`src/hw/rtl/hrlf_pkg.sv`:
```
`timescale 1ns / 1ps

package hrlf_pkg;

   localparam int DEFAULT_COUNT_WIDTH = 32;

   // "Content-Length:" and the slot count of the per-position match vector
   localparam int PAT_LEN   = 15;
   localparam int PAT_SLOTS = 16;

   localparam logic [7:0] PATTERN [PAT_LEN] = '{
      8'h43, 8'h6f, 8'h6e, 8'h74, 8'h65, 8'h6e, 8'h74, 8'h2d,
      8'h4c, 8'h65, 8'h6e, 8'h67, 8'h74, 8'h68, 8'h3a
   };

   localparam logic [7:0] CHAR_CR    = 8'h0d;
   localparam logic [7:0] CHAR_LF    = 8'h0a;
   localparam logic [7:0] CHAR_SPACE = 8'h20;
   localparam logic [7:0] CHAR_ZERO  = 8'h30;
   localparam logic [7:0] CHAR_NINE  = 8'h39;

   // phase codes as seen on the result channel
   localparam logic [1:0] PHASE_SEARCH = 2'd0;
   localparam logic [1:0] PHASE_HEADER = 2'd1;
   localparam logic [1:0] PHASE_BODY   = 2'd2;

   localparam int QUEUE_DEPTH  = 2;
   localparam int QPTR_WIDTH   = (QUEUE_DEPTH > 1) ? $clog2(QUEUE_DEPTH) : 1;
   localparam int QCOUNT_WIDTH = $clog2(QUEUE_DEPTH + 1);

   typedef enum logic [2:0] {
      ST_SEARCH = 3'b001,
      ST_HEADER = 3'b010,
      ST_BODY   = 3'b100
   } phase_type;

   // what the front end learns about one byte
   typedef struct packed {
      logic [PAT_SLOTS-1:0] pat_hit;
      logic                 is_digit;
      logic [3:0]           digit;
      logic                 is_space;
      logic                 is_cr;
      logic                 is_lf;
   } class_type;

endpackage

```
`src/hw/rtl/hrlf_front.sv`:
```
`timescale 1ns / 1ps

module hrlf_front (
   input  logic                  req_valid,
   output logic                  req_stall,
   input  logic [7:0]            req_data_byte,
   input  logic                  queue_full,
   output logic                  push,
   output hrlf_pkg::class_type   push_class
);

   logic [3:0] digit_raw;

   assign req_stall = queue_full;
   assign push      = req_valid & ~queue_full;
   assign digit_raw = req_data_byte[3:0] - hrlf_pkg::CHAR_ZERO[3:0];

   always_comb begin
      push_class = '0;
      for (int i = 0; i < hrlf_pkg::PAT_LEN; i++) begin
         push_class.pat_hit[i] = (req_data_byte == hrlf_pkg::PATTERN[i]);
      end
      push_class.is_digit = (req_data_byte >= hrlf_pkg::CHAR_ZERO) &&
                            (req_data_byte <= hrlf_pkg::CHAR_NINE);
      push_class.digit    = digit_raw;
      push_class.is_space = (req_data_byte == hrlf_pkg::CHAR_SPACE);
      push_class.is_cr    = (req_data_byte == hrlf_pkg::CHAR_CR);
      push_class.is_lf    = (req_data_byte == hrlf_pkg::CHAR_LF);
   end

endmodule

```
`src/hw/rtl/hrlf_queue.sv`:
```
`timescale 1ns / 1ps

module hrlf_queue (
   input  logic                  clock,
   input  logic                  reset,
   input  logic                  push,
   input  hrlf_pkg::class_type   push_class,
   output logic                  full,
   input  logic                  pop,
   output logic                  head_valid,
   output hrlf_pkg::class_type   head_class
);

   localparam int PW = hrlf_pkg::QPTR_WIDTH;
   localparam int CW = hrlf_pkg::QCOUNT_WIDTH;

   hrlf_pkg::class_type entries_ff [hrlf_pkg::QUEUE_DEPTH];
   logic [PW-1:0] wr_ptr_ff, wr_ptr_in;
   logic [PW-1:0] rd_ptr_ff, rd_ptr_in;
   logic [CW-1:0] count_ff, count_in;

   assign full       = (count_ff == CW'(hrlf_pkg::QUEUE_DEPTH));
   assign head_valid = (count_ff != '0);
   assign head_class = entries_ff[rd_ptr_ff];

   always_comb begin
      wr_ptr_in = wr_ptr_ff;
      rd_ptr_in = rd_ptr_ff;
      count_in  = count_ff;
      if (push) begin
         wr_ptr_in = (wr_ptr_ff == PW'(hrlf_pkg::QUEUE_DEPTH - 1)) ? '0 : wr_ptr_ff + 1'b1;
      end
      if (pop) begin
         rd_ptr_in = (rd_ptr_ff == PW'(hrlf_pkg::QUEUE_DEPTH - 1)) ? '0 : rd_ptr_ff + 1'b1;
      end
      if (push && !pop) begin
         count_in = count_ff + 1'b1;
      end else if (pop && !push) begin
         count_in = count_ff - 1'b1;
      end
   end

   always_ff @(posedge clock) begin
      if (reset) begin
         wr_ptr_ff <= '0;
         rd_ptr_ff <= '0;
         count_ff  <= '0;
      end else begin
         wr_ptr_ff <= wr_ptr_in;
         rd_ptr_ff <= rd_ptr_in;
         count_ff  <= count_in;
      end
   end

   always_ff @(posedge clock) begin
      if (push) begin
         entries_ff[wr_ptr_ff] <= push_class;
      end
   end

endmodule

```
`src/hw/rtl/hrlf_back.sv`:
```
`timescale 1ns / 1ps

module hrlf_back #(
   parameter int COUNT_WIDTH = hrlf_pkg::DEFAULT_COUNT_WIDTH
) (
   input  logic                  clock,
   input  logic                  reset,
   input  logic                  head_valid,
   input  hrlf_pkg::class_type   head_class,
   output logic                  pop,
   output logic                  rsp_valid,
   input  logic                  rsp_stall,
   output logic                  rsp_response_done,
   output logic [1:0]            rsp_phase
);

   localparam int WW = COUNT_WIDTH + 4;

   hrlf_pkg::phase_type phase_ff, phase_in;
   logic [3:0]             match_ff, match_in;
   logic                   in_value_ff, in_value_in;
   logic [COUNT_WIDTH-1:0] length_ff, length_in;
   logic [COUNT_WIDTH-1:0] body_ff, body_in;
   logic [1:0]             crlf_ff, crlf_in;
   logic                   rsp_valid_ff, rsp_valid_in;
   logic                   rsp_done_ff, done_in;
   logic [1:0]             rsp_phase_ff, phase_code;

   logic [WW-1:0]          length_x10;
   logic [COUNT_WIDTH-1:0] body_inc;
   logic                   crlf_hit;
   logic                   pat_hit;
   logic [3:0]             match_inc;

   assign pop               = head_valid & (~rsp_valid_ff | ~rsp_stall);
   assign rsp_valid         = rsp_valid_ff;
   assign rsp_response_done = rsp_done_ff;
   assign rsp_phase         = rsp_phase_ff;

   // length * 10 + digit, wide enough to see overflow
   assign length_x10 = {1'b0, length_ff, 3'b000} + {3'b000, length_ff, 1'b0} +
                       WW'(head_class.digit);
   assign body_inc   = body_ff + 1'b1;
   assign match_inc  = match_ff + 1'b1;
   assign pat_hit    = (match_ff < 4'(hrlf_pkg::PAT_LEN)) && head_class.pat_hit[match_ff];

   always_comb begin
      phase_in    = phase_ff;
      match_in    = match_ff;
      in_value_in = in_value_ff;
      length_in   = length_ff;
      body_in     = body_ff;
      crlf_in     = crlf_ff;
      done_in     = 1'b0;
      crlf_hit    = 1'b0;

      unique case (phase_ff)
         hrlf_pkg::ST_HEADER: begin
            crlf_hit = crlf_ff[0] ? head_class.is_lf : head_class.is_cr;
            if (crlf_hit) begin
               if (crlf_ff == 2'd3) begin
                  crlf_in = 2'd0;
                  body_in = '0;
                  if (length_ff == '0) begin
                     phase_in = hrlf_pkg::ST_SEARCH;
                     match_in = '0;
                     done_in  = 1'b1;
                  end else begin
                     phase_in = hrlf_pkg::ST_BODY;
                  end
               end else begin
                  crlf_in = crlf_ff + 1'b1;
               end
            end else begin
               crlf_in = head_class.is_cr ? 2'd1 : 2'd0;
            end
         end
         hrlf_pkg::ST_BODY: begin
            body_in = body_inc;
            if (body_inc == length_ff) begin
               phase_in = hrlf_pkg::ST_SEARCH;
               match_in = '0;
               crlf_in  = 2'd0;
               done_in  = 1'b1;
            end
         end
         default: begin
            phase_in = hrlf_pkg::ST_SEARCH;
            if (in_value_ff) begin
               if (head_class.is_digit) begin
                  length_in = (length_x10[WW-1:COUNT_WIDTH] != '0) ? '1 :
                              length_x10[COUNT_WIDTH-1:0];
                  match_in  = 4'd1;
               end else if (head_class.is_space && match_ff == '0) begin
                  // leading space
               end else begin
                  // terminator is also the first byte of the header end search
                  in_value_in = 1'b0;
                  match_in    = '0;
                  if (head_class.is_cr) begin
                     crlf_in = 2'd1;
                  end else begin
                     crlf_in = 2'd0;
                  end
                  phase_in = hrlf_pkg::ST_HEADER;
               end
            end else begin
               if (pat_hit) begin
                  if (match_inc == 4'(hrlf_pkg::PAT_LEN)) begin
                     in_value_in = 1'b1;
                     match_in    = '0;
                     length_in   = '0;
                  end else begin
                     match_in = match_inc;
                  end
               end else begin
                  match_in = head_class.pat_hit[0] ? 4'd1 : 4'd0;
               end
            end
         end
      endcase

      unique case (phase_in)
         hrlf_pkg::ST_HEADER: phase_code = hrlf_pkg::PHASE_HEADER;
         hrlf_pkg::ST_BODY:   phase_code = hrlf_pkg::PHASE_BODY;
         default:             phase_code = hrlf_pkg::PHASE_SEARCH;
      endcase

      rsp_valid_in = pop ? 1'b1 : (rsp_valid_ff & rsp_stall);
   end

   always_ff @(posedge clock) begin
      if (reset) begin
         phase_ff     <= hrlf_pkg::ST_SEARCH;
         match_ff     <= '0;
         in_value_ff  <= 1'b0;
         length_ff    <= '0;
         body_ff      <= '0;
         crlf_ff      <= '0;
         rsp_valid_ff <= 1'b0;
      end else begin
         rsp_valid_ff <= rsp_valid_in;
         if (pop) begin
            phase_ff    <= phase_in;
            match_ff    <= match_in;
            in_value_ff <= in_value_in;
            length_ff   <= length_in;
            body_ff     <= body_in;
            crlf_ff     <= crlf_in;
         end
      end
   end

   always_ff @(posedge clock) begin
      if (pop) begin
         rsp_done_ff  <= done_in;
         rsp_phase_ff <= phase_code;
      end
   end

endmodule

```
`src/hw/rtl/http_response_length_framer.sv`:
```
`timescale 1ns / 1ps

// Streaming HTTP response framer: one byte of the response stream per beat in,
// one result beat out for every byte, carrying response_done (this byte ends a
// response: the last body byte, or the final LF of the header when the length
// is zero) and the phase after the byte (0 length search, 1 header end search,
// 2 body). The Content-Length value saturates at 2^COUNT_WIDTH - 1. Matching
// carries across any segment boundaries. A byte is classified in the front
// end, waits in a two-entry queue, and is parsed by the back end state
// machine, which updates on each byte it pops; sustained rate is one byte per
// clock while rsp_stall is low. An accepted byte is registered in a queue entry and
// its result beat in an output register, held there while rsp_stall is high.
module http_response_length_framer #(
   parameter int COUNT_WIDTH = hrlf_pkg::DEFAULT_COUNT_WIDTH
) (
   input  logic       clock,
   input  logic       reset,
   input  logic       req_valid,
   output logic       req_stall,
   input  logic [7:0] req_data_byte,
   output logic       rsp_valid,
   input  logic       rsp_stall,
   output logic       rsp_response_done,
   output logic [1:0] rsp_phase
);

   logic                queue_full;
   logic                push;
   hrlf_pkg::class_type push_class;
   logic                pop;
   logic                head_valid;
   hrlf_pkg::class_type head_class;

   hrlf_front u_front (
      .req_valid     (req_valid),
      .req_stall     (req_stall),
      .req_data_byte (req_data_byte),
      .queue_full    (queue_full),
      .push          (push),
      .push_class    (push_class)
   );

   hrlf_queue u_queue (
      .clock      (clock),
      .reset      (reset),
      .push       (push),
      .push_class (push_class),
      .full       (queue_full),
      .pop        (pop),
      .head_valid (head_valid),
      .head_class (head_class)
   );

   hrlf_back #(
      .COUNT_WIDTH (COUNT_WIDTH)
   ) u_back (
      .clock             (clock),
      .reset             (reset),
      .head_valid        (head_valid),
      .head_class        (head_class),
      .pop               (pop),
      .rsp_valid         (rsp_valid),
      .rsp_stall         (rsp_stall),
      .rsp_response_done (rsp_response_done),
      .rsp_phase         (rsp_phase)
   );

endmodule
```
`config.mk`:
```
export PLATFORM = sky130hd
export DESIGN_NAME = http_response_length_framer
export DESIGN_NICKNAME = d
export VERILOG_FILES = /design/src/hw/rtl/hrlf_pkg.sv /design/src/hw/rtl/hrlf_front.sv /design/src/hw/rtl/hrlf_queue.sv /design/src/hw/rtl/hrlf_back.sv /design/src/hw/rtl/http_response_length_framer.sv
export SDC_FILE = /design/constraint.sdc
export NUM_CORES = 1
export LEC_CHECK = 0
export ABC_CLOCK_PERIOD_IN_PS = 7000
export BUFFER_PORTS_ARGS = -buffer_cell sky130_fd_sc_hd__buf_2
export CAP_MARGIN = 10
export CORE_UTILIZATION = 60
export DETAILED_ROUTE_END_ITERATION = 16
export GPL_ROUTABILITY_DRIVEN = 0
export PLACE_DENSITY = 0.77
export SKIP_LAST_GASP = 1
export SLEW_MARGIN = 0
export SYNTH_ARGS = -nofsm -noshare
export SYNTH_HDL_FRONTEND = slang
export SYNTH_SLANG_ARGS = --single-unit
```
`constraint.sdc`:
```
create_clock -name clock -period 7 [get_ports clock]
set_input_delay 1.05 -clock clock [delete_from_list [all_inputs] [get_ports clock]]
set_output_delay 1.05 -clock clock [all_outputs]
set_load 0.005 [all_outputs]
```
* After elaboration in Yosys (flattened, before gate mapping) *
Memory sizes are Yosys's and may differ from the RTL's. A register that Yosys moved wholly into a read port is not among the register bits.
Cells that the tools add are included.

operators by class
  reductions and logical operators = 22
  bitwise logic cells = 8
  add/sub/neg operators = 9
  mux-type cells = 58
  equality and inequality tests = 29
  order comparisons = 4

operators by type and width
  kind                     count
  $mux W32                 7
  $eq A8 B7 Y1 const B     8
  $pmux W32 S2             1
  $add A35 B33 Y36         1
  $add A36 B4 Y36          1
  $mux W4                  9
  $add A32 B1 Y32 const B  1
  $eq A32 B32 Y1           1
  $logic_not A32 Y1        1
  $eq A8 B6 Y1 const B     3
  $mux W1                  20
  $mux W2                  9
  $mux W3                  6
  $eq A8 B4 Y1 const B     2
  $reduce_and A5 Y1        2
  $reduce_bool A2 Y1       5
  $ge A8 B6 Y1 const B     1
  $le A8 B6 Y1 const B     1
  $ne A2 B1 Y1 const B     4
  $pmux W2 S2              2
  $pmux W4 S2              1
  $eq A3 B2 Y1 const B     2
  $eq A3 B3 Y1 const B     2
  $pmux W3 S2              1
  other kinds (26)         39

storage, ports and cells
  bits in registers = 82
  memories kept = 1
  output and inout bits = 5
  bits in writable memories = 46
  word-level logic and storage cells = 143
  bits of input ports = 12

memory list
  name                words  bits a word  read ports  clocked after Yosys merged registers in  wr ports  RTL line          source
  u_queue.entries_ff  2      23           1           1                                        1         hrlf_queue.sv:17  hrlf_pkg::class_type entries_ff [hrlf_pkg::QUEUE_DEPTH];

* Logic depth before layout (Yosys ltp) *
  depth in word-level cells = 8
  gate-level depth with buffers = 18
  depth with buffers taken out = 15

* Cells and area by module *
From an unflattened synthesis, not the netlist that was laid out.

second synthesis, totals
  cells, all modules = 1070
  area, all modules = 9507.9 um^2

modules (own cells, without submodules)
  module      sequential area each (um^2)  cells an instance  instances  area each (um^2)
  hrlf_back   1591.5                       932                1          7258.2
  hrlf_queue  1541.5                       97                 1          1941.9
  hrlf_front  0.0                          41                 1          307.8

* Worst setup path after synthesis *
No wires, ideal clock.

  path type = flip-flop to flip-flop
  from = reg with a tool-made name
  to = reg u_back.length_ff[4]
  required time = 6.883 ns
  clock period less this slack = 5.142 ns
  slack = 1.858 ns
  stages on the path, launching flop included = 18
  path buffers = 3
  library setup time = 0.117 ns
  arrival time = 5.025 ns
  cells stage by stage = dfxtp_1 clkbuf_1 clkbuf_1 mux2_2 fa_1 inv_1 fa_1 nor2b_1 o31a_1 o21ai_0 o31ai_1 a31oi_1 o31ai_1 xor2_1 nor3_1 clkbuf_1 o21ai_0 a22o_1

RTL lines
  element               RTL line          source
  end signal, assigned  hrlf_back.sv:147  length_ff <= length_in;
  end, declared         hrlf_back.sv:22   logic [COUNT_WIDTH-1:0] length_ff, length_in;

==> summary.txt <==
Synthesis
  – Post-synth EDFFs: 39
  – Post-synthesis register bit count: 119
  – Gate count after technology mapping: 1062
  – Syn nets: 1145
  – Unique cell type count in the Yosys netlist: 72
  – Mean Syn Cell Area: 8.42 µm²
  – Post-Syn Area: 0.00894 mm²
  – Top-area cell type share of the netlist area: 17.9%
  – Yosys warns: 0
  – Synth area leader: dfxtp_1
  – Register area share after synthesis: 31.0%
  – Synth Flop Type: dfxtp_1
  – Synth top area cells: dfxtp_1 (18%), edfxtp_1 (13%), ha_1 (9.7%)
  – Post-synthesis async set-or-reset flop share: 0%

Critical path
  – Slowest CP cell: fa_1
  – Kind of critical path: reg -> reg
  – CP cell instances: buf_4 > mux2_2 > fa_1 > inv_1 > fa_1 > nor2b_1 > o31a_1 > o21ai_0 > o31ai_1 > a31oi_1 > o31ai_1 > xor2_1 > nor3_2 > buf_4 > o21ai_0 > a22o_1
  – Cells on worst reg2reg path: 16
  – Req. time, crit path: 7.32 ns
  – CP startpoint kind: flop
  – Arrival @ worst endpoint: 5.16 ns
  – CP delay by family, top: compound AO/OA/AOI/OAI gates
  – Worst setup EP type: flop
  – R2r setup slk: 2.17 ns
  – Crit-path max FO: 32
  – Worst path max stage delay: 0.51 ns
  – Worst r2r dst: u_back.length_ff[4]
  – WP buf/inv: 3

Timing
  – Crit path time final: 4.83 ns
  – Setup Viol. Count Final: 0
  – FMAX: 207 MHz
  – Clock skew: 0.0104 ns
  – Hold WS: 0.476 ns
  – Worst Tran Pin Value: 0.986 ns
  – Setup TNS: 0 ns
  – Count of final hold-check violations: 0
  – Final period utilization: 69.1%
  – Max-Slew Margin vs Limit: 34.3%
  – Final Max Tran Viols: 0
  – Unrepaired setup endpoints after global routing: no

Finish
  – Layout net count: 1119
  – Finished Layout Cells: 1233
  – Layout cell share with drive strength beyond 1: 7.53%
  – Antenna cells: 0
  – P&R area growth vs syn: 7.36%
  – Commonest non-fill, non-tap cells in the layout: nand2_1 (100), nor2_1 (90), dfxtp_1 (80), ha_1 (69), a21oi_1 (68)
  – Most common cell after layout, fill and taps aside: nand2_1
  – Post-route cell area: 0.00960 mm²

Route
  – Post-DR vias/cell: 6.57
  – WL/cell: 18.1 µm
  – First drt pass iteration count: 6
  – Residual DRC count: 0
  – Vias after detailed routing: 8102
  – Routed wire length: 22.4 mm
  – Met2 WL post-DR: 9.52 mm
  – Detailed Route Iter0 Violations: 841
  – Routed met1 length: 10.8 mm
  – Met3 routed WL: 1.55 mm
  – Top layer in use: met4
  – ANT nets after route: 0

Floorplan
  – Top-level I/O count: 17
  – Die span in x: 124 µm
  – Row count: 44
  – Core area: 0.0145 mm²
  – Starting Density: 61.5%
  – Die H: 124 µm
  – Die ar.: 0.0154 mm²

GRT
  – First-pass GRT wire length: 36.0 mm
  – Largest net degree at the start of global routing: 53
  – Antenna violations before repair: 0
  – Vias in the first global route: 7153
  – GRT overflow: 0
  – Total track usage: 30.0%

Placed design
  – Port Buffers: 16
  – Placed inst area: 0.00904 mm²
  – Placed insts: 1201
  – DP HPWL: 16.1 mm

Clock tree
  – CTS clk-pin slew, worst paths: 0.06 ns
  – Root Driver: clkbuf_16
  – Setup Fix Bufs, Post-CTS: 0
  – Worst skew pair latency: 0.43 ns
  – Cts hold-fix bufs: 0
  – Clock buffer depth: 2
  – Total CTS buffers: 17
  – TritonCTS clock tree: yes
  – Htree depth: 4
  – Cts repair resizes: 0
  – Num Clock Sinks: 119

Min path
  – Hold wc startpoint: u_back.rsp_valid
  – Hold Path Depth: 2
  – Worst hold path class: reg -> reg
  – Hold Path End: u_back.rsp_valid

Power and ir drop
  – Maximum vdd ir drop: 0.172 mV
  – Lkg Pwr: 3.90 nW
  – PwrDens: 207 mW/mm²

Outcome
  – Status: finished clean

Job
  – Maxcap violations: 0
## synth_stat cells, types with 18 or more instances
cell      number
nand2b_1      18
o21ai_0       59
dfxtp_1       80
xnor2_1       31
edfxtp_1      39
ha_1          69
a22o_1        33
a21oi_1       69
nand3_1       28
nor4_1        20
nor3_1        47
nand2_1      100
nor2_1        90
xor2_1        35
a31oi_1       20
clkbuf_1      56
mux2i_1       19
inv_1         22
nand4_1       27
## tightest hold or removal path: stages (launching register included)
cell and delay, ns:
dfxtp_1 0.30, nand2_1 0.07, a21oi_1 0.05
## flip-flops by register name, summed over array words and instances (netlist names), 2 cells and up, named ones only
signal              flops
u_back.body_ff         32
u_back.crlf_ff          2
u_back.length_ff       32
u_back.match_ff         4
u_back.phase_ff         3
u_back.rsp_phase        2
u_queue.count_ff        2
u_queue.entries_ff     36
## cell type report
type / count / area [µm²]
Sequential cell: 119 / 2770
Timing Repair Buffer: 22 / 125
Tap cell: 184 / 230
Clock buffer: 17 / 425
Inverter: 23 / 86.3
Fill cell: 1219 / 4940
Clock inverter: 15 / 128
Multi-Input combinational cell: 853 / 5830
## how the worst max path moves through the flow
stage	start	end	slack [ns]	depth (start not counted)
6_report	flop	u_back.length_ff[4]	2.17	16
5_1_grt	flop	u_back.length_ff[4]	1.69	16
4_1_cts	flop	u_back.length_ff[4]	2.15	16
3_5_place_dp	flop	u_back.length_ff[4]	2.16	16
3_3_place_gp	flop	u_back.length_ff[6]	2.27	16
2_1_floorplan	flop	u_back.length_ff[4]	1.86	17
## cells by family (layout without fill, tap and decap cells)
logic type	count (synthesis)	after routing	synth area share (%)
compound gates	275	275	20.7
simple gates	413	413	23.9
xor+xnor	66	66	6.47
buf+inv	90	77	3.93
flops	119	119	31.0
mux	28	28	3.89
fa+ha+maj	71	71	10.1
## metrics by stage
stage          setup WS, ns  utilization [%]  total power [mW]
2_1_floorplan          1.86                -              1.08
3_3_place_gp           2.27             62.2              1.16
3_5_place_dp           2.16             62.2              1.17
4_1_cts                2.15             66.0              1.99
5_1_grt                1.69             66.0              2.06
6_report               2.17             66.0              1.98
## per-layer routing
layer  global-route usage (%)  vias up
met5                        0        -
met4                     10.3        0
met3                     5.72       43
met2                     43.5      294
met1                     44.1     3822
li1                         -     3943
## report_power, final
part           leakage, nW  switching (mW)  internal [mW]
Clock                0.267           0.332          0.487
Sequential            1.02          0.0360          0.779
Combinational         2.62           0.201          0.149
Power figures use the tool's default switching activity.
